[config.mk]
export PLATFORM = sky130hd
export DESIGN_NAME = rgo_mod
export DESIGN_NICKNAME = d
export VERILOG_FILES = /design/src/sv/rgo_pkg.sv /design/src/sv/rgo_mod.sv
export SDC_FILE = /design/constraint.sdc
export NUM_CORES = 1
export LEC_CHECK = 0
export BUFFER_PORTS_ARGS = -buffer_cell sky130_fd_sc_hd__buf_4
export CAP_MARGIN = 10
export CORE_ASPECT_RATIO = 1.5
export CORE_MARGIN = 3
export CORE_UTILIZATION = 45
export DETAILED_ROUTE_END_ITERATION = 16
export GPL_ROUTABILITY_DRIVEN = 0
export PLACE_DENSITY = 0.58
export SLEW_MARGIN = 40
export SYNTH_ARGS = -nofsm -noshare
export SYNTH_HDL_FRONTEND = slang
export SYNTH_SLANG_ARGS = --single-unit
[constraint.sdc]
create_clock -name clk_i -period 8.7 [get_ports clk_i]
set_clock_uncertainty 0.1 [all_clocks]
set_input_delay 0.435 -clock clk_i [delete_from_list [all_inputs] [get_ports clk_i]]
set_output_delay 0.435 -clock clk_i [all_outputs]
set_load 0.02 [all_outputs]
[src/sv/rgo_pkg.sv]
// ----------------------------------------------------------------------------
// rgo_pkg
// Shared widths, constants, register indexes and helpers of the raster grid
// overlay pipeline.
// ----------------------------------------------------------------------------
package rgo_pkg;

  localparam int TICK_HALF     = 2;
  localparam int NOFF          = 2 * TICK_HALF + 1;
  localparam int IMAGE_SAMPLES = 4096;
  localparam int IMAGE_LINES   = 4096;

  localparam int POS_W      = 13;
  localparam int INC_W      = 16;
  localparam int HW_W       = 7;
  localparam int PIX_W      = 32;
  localparam int MODE_W     = 4;
  localparam int CFG_IDX_W  = 3;
  localparam int CFG_DATA_W = 32;

  localparam logic signed [PIX_W-1:0] HIGH_SAT_CODE = 32'sh7FFF_FFFF;

  // signed width of window bounds, width of signed dividend
  localparam int AW    = INC_W;
  localparam int XW    = INC_W + 2;
  localparam int DVD_W = INC_W + 1;
  // one stage per quotient bit plus the sign fixup
  localparam int DIV_STG = DVD_W + 1;

  // pipeline stage numbers of the top level
  localparam int ST_EVAL = DIV_STG + 1;
  localparam int ST_OUT  = ST_EVAL + 1;
  localparam int NSTG    = ST_OUT + 1;

  // mode_flags bits
  localparam int MODE_TICK    = 0;
  localparam int MODE_DIAG    = 1;
  localparam int MODE_OUTLINE = 2;
  localparam int MODE_PIX_BG  = 3;

  typedef enum logic [CFG_IDX_W-1:0] {
    CFG_MODE        = 3'd0,
    CFG_SAMPLE_INC  = 3'd1,
    CFG_SAMPLE_PH   = 3'd2,
    CFG_LINE_INC    = 3'd3,
    CFG_LINE_PH     = 3'd4,
    CFG_HALF_WIDTH  = 3'd5,
    CFG_GRID_VAL    = 3'd6,
    CFG_BG_VAL      = 3'd7
  } cfg_idx_e;

  typedef struct packed {
    logic             neg;
    logic [DVD_W-1:0] mag;
  } dvd_t;

  // left end of the search window for the leftmost tick offset
  function automatic logic signed [AW-1:0] win_base(
    input logic [POS_W-1:0] pos,
    input logic [HW_W-1:0]  hw
  );
    win_base = $signed(AW'(pos)) - $signed(AW'(TICK_HALF)) - $signed(AW'(hw));
  endfunction

endpackage

[src/sv/rgo_mod.sv]
// ----------------------------------------------------------------------------
// rgo_mod
// Pipelined floored remainder of a signed dividend by a 16-bit divisor:
// one restoring step per stage, then a sign fixup stage.
// ----------------------------------------------------------------------------
module rgo_mod (
  input  logic                           clk_i,
  input  logic [rgo_pkg::DIV_STG-1:0]    en_i,
  input  rgo_pkg::dvd_t                  dvd_i,
  input  logic [rgo_pkg::INC_W-1:0]      div_i,
  output logic [rgo_pkg::INC_W-1:0]      rem_o
);
  import rgo_pkg::*;

  logic [INC_W-1:0] rem_q [DVD_W];
  logic [INC_W-1:0] rem_d [DVD_W];
  logic [DVD_W-1:0] sh_q  [DVD_W];
  logic [DVD_W-1:0] sh_d  [DVD_W];
  logic             neg_q [DVD_W];
  logic             neg_d [DVD_W];
  logic [INC_W-1:0] fix_q, fix_d;

  logic [INC_W:0]   trial;
  logic [INC_W-1:0] prem;
  logic [DVD_W-1:0] psh;
  logic             pneg;

  always_comb begin
    for (int k = 0; k < DVD_W; k++) begin
      if (k == 0) begin
        prem = '0;
        psh  = dvd_i.mag;
        pneg = dvd_i.neg;
      end else begin
        prem = rem_q[k-1];
        psh  = sh_q[k-1];
        pneg = neg_q[k-1];
      end
      trial = {prem, psh[DVD_W-1]};
      if (trial >= {1'b0, div_i}) begin
        trial = trial - {1'b0, div_i};
      end
      rem_d[k] = trial[INC_W-1:0];
      sh_d[k]  = {psh[DVD_W-2:0], 1'b0};
      neg_d[k] = pneg;
    end
    // floor the remainder of a negative dividend
    if (neg_q[DVD_W-1] && (rem_q[DVD_W-1] != '0)) begin
      fix_d = div_i - rem_q[DVD_W-1];
    end else begin
      fix_d = rem_q[DVD_W-1];
    end
  end

  always_ff @(posedge clk_i) begin
    for (int k = 0; k < DVD_W; k++) begin
      if (en_i[k]) begin
        rem_q[k] <= rem_d[k];
        sh_q[k]  <= sh_d[k];
        neg_q[k] <= neg_d[k];
      end
    end
    if (en_i[DIV_STG-1]) begin
      fix_q <= fix_d;
    end
  end

  assign rem_o = fix_q;

endmodule

Yosys cells after proc, flatten, opt, wreduce, memory -nomap -nowiden
Memories as Yosys holds them, arrays and structs flattened.
Index checks and enable logic that the tools add are counted.
{"block": "word_totals", "memories": 3, "ramBits": 561, "elab_cells": 93, "reg_bits": 16, "output_inout_bits": 16, "inputBits": 53}
{"block": "classes", "muxes": 52, "n_reduce_logical": 2, "n_addsub": 18, "order_cmp": 17}
{"name": "rem_q", "words": 17, "word_bits": 16, "rd": 17, "rd_ports_with_merged_regs": 0, "wr": 17, "line": "rgo_mod.sv:15", "text": "logic [INC_W-1:0] rem_q [DVD_W];"}
{"name": "sh_q", "words": 17, "word_bits": 16, "rd": 16, "rd_ports_with_merged_regs": 0, "wr": 17, "line": "rgo_mod.sv:17", "text": "logic [DVD_W-1:0] sh_q [DVD_W];"}
{"name": "neg_q", "words": 17, "word_bits": 1, "rd": 17, "rd_ports_with_merged_regs": 0, "wr": 17, "line": "rgo_mod.sv:19", "text": "logic neg_q [DVD_W];"}
{"op": "$mux W16", "n": 18}
{"op": "$ge A17 B16 Y1", "n": 16}
{"op": "$sub A16 B16 Y16", "n": 17}
{"op": "$mux W1", "n": 34}
{"op": "$ge A1 B16 Y1", "n": 1}
{"op": "$reduce_bool A16 Y1", "n": 1}
{"op": "$sub A1 B16 Y16", "n": 1}
{"op": "$logic_and A1 B1 Y1", "n": 1}

Longest topological paths before layout
An unclocked memory read counts as a cell.
{"block": "logic_depth", "depth_word": 4, "depth_mapped": 13, "mapped_depth_nobuf": 12}

Worst setup path before layout
OpenSTA, ideal clock, no wires.
{"block": "synth_timing", "path_kind": "input-to-reg", "startpoint": "input div_i[1] (netlist name)", "endpoint": "memory rem_q[4][6] (netlist: rem_q[0][70]) (data pin)", "n_path_buf": 2, "setup_slack_ns": 4.291, "setup_time_ns": 0.260, "required_time_ns": 8.340, "arrival_time_ns": 4.048, "stages": 12, "path_cell_list": "clkbuf_1 inv_1 ha_1 nor2b_4 o31a_1 o31ai_1 a31oi_1 a31oi_1 o31ai_1 a211oi_4 buf_6 mux2_4"}
{"item": "start, declared", "line": "rgo_mod.sv:10", "text": "input logic [rgo_pkg::INC_W-1:0] div_i,"}
{"item": "end, declared", "line": "rgo_mod.sv:15"}

==> qor.log <==
INFO  synthesis      synthMuxAreaShare=0.0829
INFO  clock_tree     h-tree-depth=2
INFO  routing        drc=0
INFO  finish         syn2layout_area_growth=11.5%
INFO  synthesis      synth_xor_area_frac=0.0565
INFO  global_route   grt_util_all_layers=0.218
INFO  die            dieHeight=317µm
INFO  sta            final_min_period_over_clock_period=0.441
INFO  synthesis      number_of_cells_produced_by_synthesis=2540
INFO  finish         antenna_cells_inserted=0
INFO  die            design.core.area=63600µm²
INFO  sta            max_slew_margin=0.462
INFO  synthesis      syn_area_per_cell=11.4µm²
INFO  die            fp.dieW=213µm
INFO  finish         post_route_cells_drive_above_1_share=0.150
INFO  clock_tree     cts_tree=done
INFO  routing        wire_per_inst=21.0µm
INFO  die            fp-row-count=113
INFO  finish         final-instance-count-excl-fill=3507
INFO  die            overall_die_area=67600µm²
INFO  sta            finalSetupTns=0ps
INFO  worst_setup_path critPathKind=in -> reg
INFO  global_route   grt_pass1_vias=20700
INFO  synthesis      number_of_enable_flip_flop_cells_after_synthesis=441
INFO  clock_tree     cts-buffers-inserted=48
INFO  power          seq_power_share=0.319
INFO  flow_run       maxCapViolations=0
INFO  synthesis      synth_fa_ha_area_frac=0.130
INFO  clock_tree     clock_insertion_delay_worst_skew=630ps
INFO  synthesis      syn_area=29000µm²
INFO  synthesis      register_bit_count_reported_by_yosys=441
INFO  sta            timing.final.max_slew_violations=0
INFO  worst_setup_path worstPathMaxFanout=26
INFO  routing        via_count=20500
INFO  routing        postRouteWirelength=73.7mm
INFO  synthesis      seq_area_frac_synth=0.457
INFO  worst_setup_path worstPathArrival=4110ps
INFO  power          cellLeakagePower=12.6nW
INFO  clock_tree     worst_path_clk_slew=60ps
INFO  status         outcome=completed
INFO  power          finalPower=0.0121W
INFO  power          cellInternalPower=0.00749W
INFO  die            initial_utilization=0.456
INFO  synthesis      ys.flop_type=sky130_fd_sc_hd__edfxtp_1
INFO  worst_setup_path endpoint_kind=flop
INFO  power          net-switching-power=0.00461W
INFO  sta            hold_violations=0
INFO  power          clock_power_share=0.169
INFO  clock_tree     post_cts.repair.setup_buffers=0
INFO  power          vdd.ir_drop.worst=175µV
INFO  synthesis      synth.lib_cells_used.distinct=84
INFO  synthesis      synth_nets=2883
INFO  synthesis      synth-simple-area-share=0.104
INFO  power          combinationalPowerShare=0.512
INFO  routing        drt_iter0_drc=1253
INFO  sta            min_period=3840ps
INFO  global_route   antenna_violations_before_repair=0
INFO  synthesis      yosysMostFrequentCell=sky130_fd_sc_hd__edfxtp_1
INFO  clock_tree     cts.sinks=441
INFO  global_route   largest_net_degree_at_the_start_of_global_routing=34
INFO  routing        dr.pass1.iters=8
INFO  clock_tree     clock_tree.buffer_depth=3
INFO  min_path       hold_class=in -> reg
INFO  routing        antenna_violating_nets_post_route=0
INFO  routing        vias_per_cell=5.84
INFO  synthesis      synthDominantAreaCellType=sky130_fd_sc_hd__edfxtp_1
INFO  die            io_pins=69
INFO  synthesis      synth_warnings=0
INFO  global_route   grt-ovfl-total=0
INFO  sta            fmaxAchievable=260MHz
INFO  worst_setup_path critical_path.startpoint_type=input port
INFO  synthesis      synth-compound-area-share=0.150
INFO  synthesis      synth_top_area_share=0.457
INFO  sta            setup_violations=0
INFO  synthesis      synth_area_leaders=sky130_fd_sc_hd__edfxtp_1 (46%), sky130_fd_sc_hd__ha_1 (12%), sky130_fd_sc_hd__mux2_2 (5.9%)
INFO  placed_design  place_hpwl=53.3mm
INFO  placed_design  placed_cells=3402
INFO  sta            grt_setup_unrepaired=false
INFO  sta            worst_pin_slew=807ps
INFO  synthesis      synth_commonest_cells=sky130_fd_sc_hd__edfxtp_1 (441), sky130_fd_sc_hd__ha_1 (273), sky130_fd_sc_hd__nor2_1 (190), sky130_fd_sc_hd__a21oi_1 (168), sky130_fd_sc_hd__mux2_2 (153)
INFO  synthesis      main_combinational_cell_family_by_area_after_synthesis=compound AO/OA/AOI/OAI gates
INFO  power          power.switching_fraction=0.381
INFO  global_route   grt_pass1_wl=113mm
INFO  synthesis      synthArstFlopShare=0
INFO  power          powerDensity=374nW/µm²
INFO  clock_tree     cts_root_buf=sky130_fd_sc_hd__clkbuf_16
INFO  placed_design  port-buffer-count=68
INFO  worst_setup_path timing.critical_path.required=8970ps
INFO  finish         num-nets-final=3007
[critical path, stage by stage]
cell and delay, ps:
sky130_fd_sc_hd__buf_4 170, sky130_fd_sc_hd__inv_2 300, sky130_fd_sc_hd__buf_4 480, sky130_fd_sc_hd__ha_1 320
sky130_fd_sc_hd__nor2b_1 130, sky130_fd_sc_hd__o21ai_0 190, sky130_fd_sc_hd__a21boi_0 230, sky130_fd_sc_hd__o31ai_1 620
sky130_fd_sc_hd__a21oi_1 180, sky130_fd_sc_hd__o21ai_1 330, sky130_fd_sc_hd__buf_4 330, sky130_fd_sc_hd__mux2_2 370
[flip-flops by register name, summed over array words and instances (netlist names)]
signal  cells
neg_q      17
rem_q     272
rem_o      16
sh_q      136
[power groups by stage]
stage | registers, W | clock network [W] | logic (W)
after CTS | 0.00386 | 0.00212 | 0.00618
after global placement | 0.00390 | 0 | 0.00593
final | 0.00385 | 0.00204 | 0.00620
after detailed placement | 0.00389 | 0 | 0.00613
after global routing | 0.00391 | 0.00219 | 0.00686
after floorplan | 0.00367 | 0 | 0.00489
[through the flow]
stage                      util  hold WS (ps)  setup slack (ps)  instance area (µm²)
after floorplan               -           300              4290                29000
after global placement    0.479           301              4080                30500
after detailed placement  0.481           305              4190                30600
after CTS                 0.508          46.4              4860                32300
after global routing      0.508          64.0              4610                32300
final                     0.508          77.6              4860                32300
[cell usage in the layout, fill, tap and decap left out, types with 36 or more instances in the layout]
cell                        instances
sky130_fd_sc_hd__nor3_1            61
sky130_fd_sc_hd__buf_4             91
sky130_fd_sc_hd__nor2_1           190
sky130_fd_sc_hd__mux2_2           153
sky130_fd_sc_hd__edfxtp_1         441
sky130_fd_sc_hd__a21oi_1          168
sky130_fd_sc_hd__o21a_1            44
sky130_fd_sc_hd__nand3_1           47
sky130_fd_sc_hd__mux2_4            36
sky130_fd_sc_hd__inv_1            108
sky130_fd_sc_hd__xor2_1            61
sky130_fd_sc_hd__nand2_1          146
sky130_fd_sc_hd__xnor2_1          126
sky130_fd_sc_hd__o21ai_0          142
sky130_fd_sc_hd__ha_1             273
sky130_fd_sc_hd__a21o_1            65
sky130_fd_sc_hd__clkbuf_16         48
[final timing paths]
kind / startpoint / to / slack, ps / cells past startpoint
worst min-delay path: en_i[17] / rem_o[7]$_DFFE_PP_ / 80 / 1
worst max register to register: rem_q[0][3]$_SDFFCE_PP0P_ / rem_q[0][28]$_DFFE_PP_ / 4990 / 9
worst min register to register: sh_q[0][76]$_DFFE_PP_ / sh_q[0][93]$_DFFE_PP_ / 320 / 0
worst max-delay path: div_i[1] / rem_q[0][129]$_DFFE_PP_ / 4860 / 12
[cells by family after synthesis]
logic type      Yosys count
buf+inv                 143
simple gates            625
compound gates          651
mux                     203
flops                   441
xor+xnor                187
fa+ha+maj               290
[cell type report]
type / count / area (µm²)
clock buffer: 53 / 1220
clock inverter: 35 / 354
fill: 5603 / 31300
inverter: 109 / 409
multi-input combinational: 1956 / 15200
sequential: 441 / 13200
tap: 805 / 1010
timing repair buffer: 108 / 853
[repair_timing]
item / 4_1_cts / 5_1_grt
resized for setup: 0 / 0
endpoints found under the hold margin: 17 / 0
hold buffers: 17 / 0
endpoints found under the setup margin: 0 / 0
[layer usage]
| metal | global-route usage | vias to the layer above | wire, µm | part of all wire |
|---|---|---|---|---|
| li1 | - | 9984 | - | - |
| met1 | 0.239 | 9845 | 28100 | 0.38 |
| met2 | 0.403 | 457 | 38400 | 0.52 |
| met3 | 0.0298 | 193 | 2710 | 0.037 |
| met4 | 0.118 | 0 | 4490 | 0.061 |
| met5 | 0 | - | 0 | 0 |
Note: power is estimated with default switching activity, not from simulation.
