## src/sv/rgo_pkg.sv

```systemverilog
// ----------------------------------------------------------------------------
// rgo_pkg
// Shared widths, constants, register indexes and helpers of the raster grid
// overlay pipeline.
// ----------------------------------------------------------------------------
package rgo_pkg;

  localparam int TICK_HALF     = 2;
  localparam int NOFF          = 2 * TICK_HALF + 1;
  localparam int IMAGE_SAMPLES = 4096;
  localparam int IMAGE_LINES   = 4096;

  localparam int POS_W      = 13;
  localparam int INC_W      = 16;
  localparam int HW_W       = 7;
  localparam int PIX_W      = 32;
  localparam int MODE_W     = 4;
  localparam int CFG_IDX_W  = 3;
  localparam int CFG_DATA_W = 32;

  localparam logic signed [PIX_W-1:0] HIGH_SAT_CODE = 32'sh7FFF_FFFF;

  // signed width of window bounds, width of signed dividend
  localparam int AW    = INC_W;
  localparam int XW    = INC_W + 2;
  localparam int DVD_W = INC_W + 1;
  // one stage per quotient bit plus the sign fixup
  localparam int DIV_STG = DVD_W + 1;

  // pipeline stage numbers of the top level
  localparam int ST_EVAL = DIV_STG + 1;
  localparam int ST_OUT  = ST_EVAL + 1;
  localparam int NSTG    = ST_OUT + 1;

  // mode_flags bits
  localparam int MODE_TICK    = 0;
  localparam int MODE_DIAG    = 1;
  localparam int MODE_OUTLINE = 2;
  localparam int MODE_PIX_BG  = 3;

  typedef enum logic [CFG_IDX_W-1:0] {
    CFG_MODE        = 3'd0,
    CFG_SAMPLE_INC  = 3'd1,
    CFG_SAMPLE_PH   = 3'd2,
    CFG_LINE_INC    = 3'd3,
    CFG_LINE_PH     = 3'd4,
    CFG_HALF_WIDTH  = 3'd5,
    CFG_GRID_VAL    = 3'd6,
    CFG_BG_VAL      = 3'd7
  } cfg_idx_e;

  typedef struct packed {
    logic             neg;
    logic [DVD_W-1:0] mag;
  } dvd_t;

  // left end of the search window for the leftmost tick offset
  function automatic logic signed [AW-1:0] win_base(
    input logic [POS_W-1:0] pos,
    input logic [HW_W-1:0]  hw
  );
    win_base = $signed(AW'(pos)) - $signed(AW'(TICK_HALF)) - $signed(AW'(hw));
  endfunction

endpackage

```

## src/sv/rgo_axis.sv

```systemverilog
// ----------------------------------------------------------------------------
// rgo_axis
// Grid line test of one axis at every tick offset around a position, from
// the floored distance to the first grid coordinate of the window.
// ----------------------------------------------------------------------------
module rgo_axis (
  input  logic                        clk_i,
  input  logic                        en_i,
  input  logic [rgo_pkg::POS_W-1:0]   pos_i,
  input  logic [rgo_pkg::INC_W-1:0]   dist_i,
  input  logic [rgo_pkg::INC_W-1:0]   tgt_i,
  input  logic [rgo_pkg::INC_W-1:0]   inc_i,
  input  logic [rgo_pkg::HW_W-1:0]    hw_i,
  output logic [rgo_pkg::NOFF-1:0]    hit_o
);
  import rgo_pkg::*;

  logic signed [AW-1:0] a0, aj, bj;
  logic [INC_W-1:0]     dj;
  logic [HW_W:0]        w2;
  logic                 cond;
  logic [NOFF-1:0]      hit_d, hit_q;

  always_comb begin
    a0    = win_base(pos_i, hw_i);
    w2    = {hw_i, 1'b0};
    dj    = dist_i;
    hit_d = '0;
    for (int j = 0; j < NOFF; j++) begin
      aj = a0 + $signed(AW'(j));
      bj = aj + $signed(AW'(w2));
      if (j != 0) begin
        dj = (dj == '0) ? inc_i - 1'b1 : dj - 1'b1;
      end
      // negative coordinates only match a zero phase
      if ((tgt_i == '0) || !aj[AW-1]) begin
        cond = (dj <= INC_W'(w2));
      end else begin
        cond = !bj[AW-1] && (tgt_i <= $unsigned(bj));
      end
      hit_d[j] = (inc_i != '0) && cond;
    end
  end

  always_ff @(posedge clk_i) begin
    if (en_i) begin
      hit_q <= hit_d;
    end
  end

  assign hit_o = hit_q;

endmodule

```

## config.mk

```make
export PLATFORM = sky130hd
export DESIGN_NAME = rgo_axis
export DESIGN_NICKNAME = d
export VERILOG_FILES = /design/src/sv/rgo_pkg.sv /design/src/sv/rgo_axis.sv
export SDC_FILE = /design/constraint.sdc
export NUM_CORES = 1
export LEC_CHECK = 0
export BUFFER_PORTS_ARGS = -buffer_cell sky130_fd_sc_hd__buf_2
export CAP_MARGIN = 5
export CORE_ASPECT_RATIO = 1.4
export CORE_UTILIZATION = 40
export DETAILED_ROUTE_END_ITERATION = 16
export SYNTH_ARGS = -nofsm -noshare
export SYNTH_HDL_FRONTEND = slang
export SYNTH_SLANG_ARGS = --single-unit
```

## constraint.sdc

```tcl
create_clock -name clk_i -period 13.5 [get_ports clk_i]
set_input_delay 2.7 -clock clk_i [delete_from_list [all_inputs] [get_ports clk_i]]
set_output_delay 2.7 -clock clk_i [all_outputs]
set_load 0.005 [all_outputs]
```

# Word level (Yosys, flattened, before mapping)

Index checks and enable logic that the tools add are counted.

Add/sub/neg operators: 16
Mux-type cells: 9
Reduce and logical (&&, ||, !) cells: 31
$lt $le $gt $ge: 10

Operator list:

| cell                                                                  | count |
|---|---|
| 16-bit less-or-equal comparator                                       | 5 |
| 16-bit by 8-bit less-or-equal comparator with 1-bit output            | 5 |
| 16-bit logical NOT                                                    | 5 |
| 16-bit by 1-bit subtractor with 16-bit output (second input constant) | 5 |
| 16-bit by 9-bit adder with 16-bit output                              | 4 |
| 16-bit 2-to-1 mux                                                     | 4 |
| 15-bit by 3-bit adder with 16-bit output (second input constant)      | 2 |
| 15-bit by 2-bit adder with 16-bit output (second input constant)      | 1 |
| 15-bit by 4-bit adder with 16-bit output (second input constant)      | 1 |
| 15-bit by 9-bit adder with 16-bit output                              | 1 |
| 16-bit nonzero test                                                   | 1 |
| 14-bit by 8-bit subtractor with 15-bit output                         | 1 |
| 13-bit by 2-bit subtractor with 14-bit output (second input constant) | 1 |
| 1-bit logical AND                                                     | 10 |
| 1-bit logical NOT                                                     | 10 |
| 1-bit logical OR                                                      | 5 |
| 1-bit 2-to-1 mux                                                      | 5 |

Bits of input ports: 70
Output and inout port bits: 5
Register bits: 5
Word-level logic and storage cells: 67

# Depth between registers and ports, before layout

Gate-level depths: netlist (run 1).

Depth after elaboration: 11
Mapped depth: 45
Gate-level depth less buffers: 41

# Least setup slack after synthesis (run 1)

OpenSTA, ideal clock, no wires.

Kind: input-to-reg
From: input dist_i[0] in the netlist's numbering
To: register hit_q[4] (netlist: hit_o[4]) (data pin)
Path buffers: 4
Slack: 2.765 ns
Required time: 13.367 ns
Cell stages on the path: 45
Arrival time: 10.602 ns
Path through: inv_1 > ha_1 > nor3b_1 > nand4_1 > clkbuf_1 > nor2_1 > a21oi_1 > inv_1 > ha_1 > inv_1 > or4_4 > nor3_1 > buf_2 > buf_1 > nand2_1 > nand2_1 > ha_1 > nand2_1 > [9 not listed] > o31ai_4 > nand3_1 > nor2_4 > a21oi_1 > ha_1 > nor2b_1 > o21ai_0 > nand2b_1 > a21oi_1 > nor2b_1 > o21ai_0 > nand2b_1 > a21oi_1 > o21ai_0 > a21oi_1 > o2111ai_1 > a221oi_2 > a311o_1

Word-level cells in the longest chain between the ends: 11

Ends and longest elaborated chain:

| item                                                                                | RTL line       | source |
|---|---|---|
| start, declared                                                                     | rgo_axis.sv:10 | `input logic [rgo_pkg::INC_W-1:0] dist_i,` |
| 16-bit by 1-bit subtractor with 16-bit output or 16-bit logical NOT (tied branches) | rgo_axis.sv:33 | `dj = (dj == '0) ? inc_i - 1'b1 : dj - 1'b1;` |
| 16-bit 2-to-1 mux (*)                                                               | rgo_axis.sv:33 |  |
| 16-bit by 1-bit subtractor with 16-bit output or 16-bit logical NOT (tied branches) | rgo_axis.sv:33 |  |
| 16-bit 2-to-1 mux (*)                                                               | rgo_axis.sv:33 |  |
| 16-bit by 1-bit subtractor with 16-bit output or 16-bit logical NOT (tied branches) | rgo_axis.sv:33 |  |
| 16-bit 2-to-1 mux (*)                                                               | rgo_axis.sv:33 |  |
| 16-bit by 1-bit subtractor with 16-bit output or 16-bit logical NOT (tied branches) | rgo_axis.sv:33 |  |
| 16-bit 2-to-1 mux (*)                                                               | rgo_axis.sv:33 |  |
| 16-bit by 8-bit less-or-equal comparator with 1-bit output (*)                      | rgo_axis.sv:37 | `cond = (dj <= INC_W'(w2));` |
| 1-bit 2-to-1 mux (*)                                                                | rgo_axis.sv:36 | `if ((tgt_i == '0) \|\| !aj[AW-1]) begin` |
| 1-bit logical AND (*)                                                               | rgo_axis.sv:41 | `hit_d[j] = (inc_i != '0) && cond;` |
| net hit_d[4]                                                                        | rgo_axis.sv:22 | `logic [NOFF-1:0] hit_d, hit_q;` |
| end signal, assigned                                                                | rgo_axis.sv:47 | `hit_q <= hit_d;` |
| end, declared                                                                       | rgo_axis.sv:22 |  |

The timed path passes the listed nets; every way through them passes the cells marked *.
A chain may end at the register's enable or synchronous reset.

# Final worst setup path (run 1)

From: input inc_i[0] in the netlist's numbering
To: register hit_q[4] (netlist: hit_o[4]) (data pin)

Word-level cells in the longest chain between the ends: 11

Ends and longest elaborated chain:

| item                                                                                | RTL line       | source |
|---|---|---|
| start, declared                                                                     | rgo_axis.sv:12 | `input logic [rgo_pkg::INC_W-1:0] inc_i,` |
| 16-bit by 1-bit subtractor with 16-bit output                                       | rgo_axis.sv:33 |  |
| 16-bit 2-to-1 mux                                                                   | rgo_axis.sv:33 |  |
| 16-bit by 1-bit subtractor with 16-bit output or 16-bit logical NOT (tied branches) | rgo_axis.sv:33 |  |
| 16-bit 2-to-1 mux                                                                   | rgo_axis.sv:33 |  |
| 16-bit by 1-bit subtractor with 16-bit output or 16-bit logical NOT (tied branches) | rgo_axis.sv:33 |  |
| 16-bit 2-to-1 mux                                                                   | rgo_axis.sv:33 |  |
| 16-bit by 1-bit subtractor with 16-bit output or 16-bit logical NOT (tied branches) | rgo_axis.sv:33 |  |
| 16-bit 2-to-1 mux                                                                   | rgo_axis.sv:33 |  |
| 16-bit by 8-bit less-or-equal comparator with 1-bit output                          | rgo_axis.sv:37 |  |
| 1-bit 2-to-1 mux                                                                    | rgo_axis.sv:36 |  |
| 1-bit logical AND (*)                                                               | rgo_axis.sv:41 |  |
| net hit_d[4]                                                                        | rgo_axis.sv:22 |  |

Marks and branches as above.

==> impl_metrics.ini, run 1 <==
[setup_path]
worst-path-max-fanout = 16
end_kind = flip-flop
crit_required_ns = 13.59
arrival_ns = 12.29
cp-start-kind = input pin
crit_top_cell = a21oi_1
worst_path_max_delay_cell = xor2_1
path_class = input pin to flip-flop
max_stage_delay_ns = 0.69

[timing]
fin_ws_ns = 1.30
drv_slew = 0
setup_viol = 0
hold_viol = 0
relSlewSlack_pct = 26.0
fin_crit_ns = 12.20
worst_pin_slew_ns = 1.10
max_freq_mhz = 81.9
finalCritPeriodShare_pct = 90.4
rsz0062_at_grt = false
finalSetupTns_ns = 0

[placement]
dp_hpwl_um = 26100
placed_cell_area_um2 = 9670
pre_cts_ws_ns = 1.34
gp_congestion = 0.997
port_buffers = 74

[yosys]
synth-edff-count = 5
synth_cell_type_count = 86
synth.area.mux_share_pct = 3.26
synth_top_family_by_area = simple AND/OR/NAND/NOR gates
synth_area_um2 = 8990
synth_area_leaders = ha_1, xnor2_1, xor2_1
ys_ff_latch = 5
postSynthAreaPerCell_um2 = 7.18
synth_nets = 1493
synth_xor_area_share_pct = 14.8
syn_inst = 1253
synth-compound-area-share_pct = 22.2
ys_async_sr_fraction_pct = 0
synthSimpleGateAreaFrac_pct = 29.1
yosys_most_used_dff = edfxtp_1
synth_warnings = 0
synthAdderAreaFrac_pct = 24.2
synth.top_cell.area_share_pct = 22.8
ys_seq_area_share_pct = 1.67
synth_area_leader_cell = ha_1

[global_routing]
grt_pass1_vias = 9437
grt_max_degree = 21
gr-total-overflow = 0
grt_pass1_wl_um = 48400
antenna_found_initial = 1
grt_use_total_pct = 26.4

[floorplan]
die_w_um = 129
io_pins = 75
rows = 64
start_util_pct = 41.0
die_y_um = 179
dieArea_um2 = 23100
coreArea_um2 = 21900

[clock_tree]
ctsResizeCount = 0
root_buffer = clkbuf_16
clk_pin_slew_worst_paths_ns = 0.03
cts_sinks = 5
postCtsHoldBufs = 0
cts_tree = built
cts_made_buffers = 3
clockBufferDepth = 2
cts_setup_buffers = 0
htree_levels = 1

[final_layout]
final_util_pct = 44.4
largest_reg_flops = 5
layout-drive-gt1-share_pct = 9.40
syn_to_final_growth_pct = 8.39
stdcell_area_um2 = 9750
final_nets = 1550

[drt]
ant_nets = 0
drtIter0Drc = 492
remaining_drc_errors = 0
firstDrtPassIters = 5
routed_wl_um = 30800
vias_per_cell = 6.01
vias = 9654
wl_per_cell_um = 19.2

[pwr]
switchingPower_uw = 417
pwr_density_cell_nw_per_um2 = 79.5
power.share.sequential_pct = 2.3
power_frac_comb_pct = 91.4
vdd_drop_max_mv = 0.0319
leakagePower_nw = 4.15
swShare_pct = 53.7
p_int_uw = 359
clockPowerShare_pct = 6.2

[min_path]
min_path_type = input pin to flip-flop

[status]
status = complete, no violations

[flow_run]
cap_violations = 0
## power by group through the flow
stage | Sequential, mW | Combinational [mW] | Clock [mW]
2_1_floorplan | 0.0185 | 0.528 | 0
3_3_place_gp | 0.0183 | 0.694 | 0
3_5_place_dp | 0.0183 | 0.703 | 0
4_1_cts | 0.0181 | 0.708 | 0.0490
5_1_grt | 0.0182 | 0.803 | 0.0510
6_report | 0.0181 | 0.709 | 0.0484
## layer usage
metal | track usage [%] | vias up | share of wire, %
met5 | 0 | - | 0
met4 | 12.8 | 0 | 5.4
met3 | 2.23 | 89 | 3.6
met2 | 51.3 | 305 | 52
met1 | 27.8 | 4541 | 39
li1 | - | 4719 | -
## cell families (layout without fill, tap and decap cells)
| logic type | Yosys count | count (layout) |
|---|---|---|
| simple gates | 485 | 485 |
| compound gates | 306 | 306 |
| fa+ha+maj | 170 | 170 |
| xor+xnor | 152 | 152 |
| buf+inv | 107 | 163 |
| mux | 28 | 28 |
| flops | 5 | 5 |
| other cells | 0 | 1 |
## Yosys cell counts (10+ instances only)
master	instances
nand2b_1	41
or4_1	15
inv_1	76
nand3_1	44
and2_1	11
clkbuf_1	17
a21o_1	34
mux2i_1	20
nor3_1	35
nor4_1	27
o21a_1	10
a21oi_1	96
nand2_1	89
xor2_1	67
ha_1	164
xnor2_1	85
o21ai_0	64
nor2_1	86
nor2b_1	32
nand4_1	36
or3_1	16
and3_1	11
o21bai_1	10
## layout by cell type, fill, tap and decap left out, types with 9 or more instances in the layout
cell,Yosys,final
buf_2,5,74
nand2b_1,41,41
ha_1,164,164
nor3_1,35,34
a21oi_1,96,96
nand3_1,44,44
xor2_1,67,67
or3_1,16,16
a21o_1,34,34
nand4_1,36,36
o21bai_1,10,10
o21a_1,10,10
mux2i_1,20,20
inv_1,76,76
o31ai_1,9,9
nor2_1,86,86
or4_1,15,15
buf_4,3,9
or2_2,9,9
and2_1,11,11
xnor2_1,85,85
nand2_1,89,89
and3_1,11,11
nor4_1,27,27
nor2b_1,32,32
o21ai_0,64,64
## worst max-delay path, delay by kind of cell
family	cells	cell delay, ns
xor gates and xnor gates	1	0.69
AOI/OAI and AO/OA	14	3.05
adders and majority gates	4	0.99
buffers and inverters	4	0.54
muxes	2	0.67
and+or+nand+nor	14	3.62
## path summary, 6_finish.rpt
kind	cells past startpoint	start	to
hold / removal	1	en_i	hit_o[2]
setup / recovery	39	inc_i[0]	hit_o[4]
## cell type report
cell class,instances,area [um2]
Clock buffer,4,78.8
Antenna cell,1,2.50
Timing Repair Buffer,83,438
Multi-Input combinational cell,1141,8420
Inverter,76,285
Sequential cell,5,150
Fill cell,2352,12200
Tap cell,297,372
## metrics by stage
step | power, mW | std cells | hold slack [ns]
3_3_place_gp | 0.712 | 1602 | 3.02
5_1_grt | 0.872 | 1606 | 2.78
3_5_place_dp | 0.722 | 1602 | 3.00
2_1_floorplan | 0.546 | 1253 | 2.81
6_report | 0.775 | 1607 | 2.76
4_1_cts | 0.775 | 1606 | 2.77
No activity file was read; power rests on OpenSTA's default activity.
==> run 2, diff against run 1 <==
==> constraint.sdc (replaced) <==
create_clock -name clk_i -period 13.4 [get_ports clk_i]
set_input_delay 2.01 -clock clk_i [delete_from_list [all_inputs] [get_ports clk_i]]
set_output_delay 2.01 -clock clk_i [all_outputs]
set_load 0.005 [all_outputs]
==> run 2 against run 1 <==
Compared with the run above:
- setup slack improved by 0.92 ns
- critical path type unchanged
- combinational power up 1%
- sequential share of layout area barely moved
- via count shrank 1.6%
- global-route usage increased by 0.54 points
- total power increased by 1.0%
- non-clock buffer count increased by 3
- worst hold slack worse by 0.68 ns
- cell area up 0.21%
- sequential power barely moved
- sequential cell count unchanged
- core utilization is 0.091 points higher
==> impl_metrics.ini, run 2 (same netlist as run 1, synthesis figures left out) <==
[timing]
finalSetupTns_ns = 0
holdWs_ns = 2.08
hold_viol = 0
relSlewSlack_pct = 29.2
drv_slew = 0
setup_viol = 0
finalCritPeriodShare_pct = 83.5
fin_crit_ns = 11.18
max_freq_mhz = 89.4
fin_ws_ns = 2.22
rsz0062_at_grt = false
worst_pin_slew_ns = 1.05

[setup_path]
cp-start-kind = input pin
crit_required_ns = 13.49
worst-path-max-fanout = 16
crit_top_cell = a21oi_1
worst_path_max_delay_cell = or3_1
max_stage_delay_ns = 0.66
end_kind = flip-flop
arrival_ns = 11.27
path_class = input pin to flip-flop

[min_path]
holdPathEnd = hit_o[3]
min_delay_path_depth = 1
hold_path_startpoint = en_i
min_path_type = input pin to flip-flop

[final_layout]
layout-drive-gt1-share_pct = 9.60
final_util_pct = 44.5
mostFrequentLayoutCells = ha_1, a21oi_1, nand2_1, nor2_1, xnor2_1
final_cells = 1609
syn_to_final_growth_pct = 8.61
largest_reg_flops = 5
stdcell_area_um2 = 9770
layout_commonest_cell = ha_1
diodes = 0
fillCellCount = 2363
final_nets = 1553

[placement]
placed_cell_area_um2 = 9690
pre_cts_ws_ns = 2.06
port_buffers = 74
placed_cells_incl_taps = 1605
gp_congestion = 0.975
dp_hpwl_um = 26300

[global_routing]
antenna_found_initial = 0
grt_pass1_vias = 9282
grt_max_degree = 21
grt_use_total_pct = 27.0
grt_pass1_wl_um = 49200
gr-total-overflow = 0

[clock_tree]
cts_made_buffers = 3
clockBufferDepth = 2
cts_setup_buffers = 0
clk_pin_slew_worst_paths_ns = 0.03
cts_sinks = 5
postCtsHoldBufs = 0
htree_levels = 1
cts_tree = built
root_buffer = clkbuf_16
ctsResizeCount = 0

[drt]
drtIter0Drc = 541
remaining_drc_errors = 0
firstDrtPassIters = 5
ant_nets = 0
vias = 9504
routed_wl_um = 31100
wl_per_cell_um = 19.3
vias_per_cell = 5.91

[floorplan]
die_y_um = 179
io_pins = 75
coreArea_um2 = 21900
die_w_um = 129
rows = 64
start_util_pct = 41.0
dieArea_um2 = 23100

[flow_run]
cap_violations = 0

[pwr]
power.total_uw = 783
vdd_drop_max_mv = 0.0325
pwr_density_cell_nw_per_um2 = 80.2
leakagePower_nw = 4.16

[status]
status = complete, no violations
## run 2: changes by cell type in the layout (fill, tap and decap cells not counted), sizes merged
cell,delta
diode,-1
buf,+3
## run 2: layout make-up
type	count	area (um2)	share of cell area [%]
Multi-Input combinational cell	1141	8420	86.2
Timing Repair Buffer	86	460	4.71
Tap cell	297	372	3.80
Inverter	76	285	2.92
Sequential cell	5	150	1.54
Clock buffer	4	78.8	0.807
## run 2: how the worst max path moves through the flow
stage	startpoint	to	slack, ns
CTS	inc_i[0]	hit_o[4]	2.27
floorplan	dist_i[0]	hit_o[4]	3.36
global route	dist_i[4]	hit_o[4]	1.40
detailed placement	inc_i[0]	hit_o[4]	2.06
finish	inc_i[0]	hit_o[4]	2.22
global placement	inc_i[0]	hit_o[4]	2.33
## run 2: critical path, delay by kind of cell
family | cells | cell delay (ns)
adder cells (fa/ha/maj) | 4 | 0.98
AO/OA/AOI/OAI | 15 | 3.46
AND/OR/NAND/NOR | 14 | 3.59
buffers and inverters | 4 | 0.55
multiplexers | 2 | 0.66
## run 2: power by group
group | internal [mW] | switching [mW]
clock | 0.0395 | 0.00995
combinational | 0.305 | 0.411
sequential | 0.0181 | 0.000160
## run 2: layer usage
metal / wire [um] / track usage (%) / up-vias
li1: - / - / 4732
met1: 12200 / 29.7 / 4423
met2: 16300 / 51.6 / 266
met3: 967 / 1.64 / 83
met4: 1600 / 12.1 / 0
met5: 0 / 0 / -
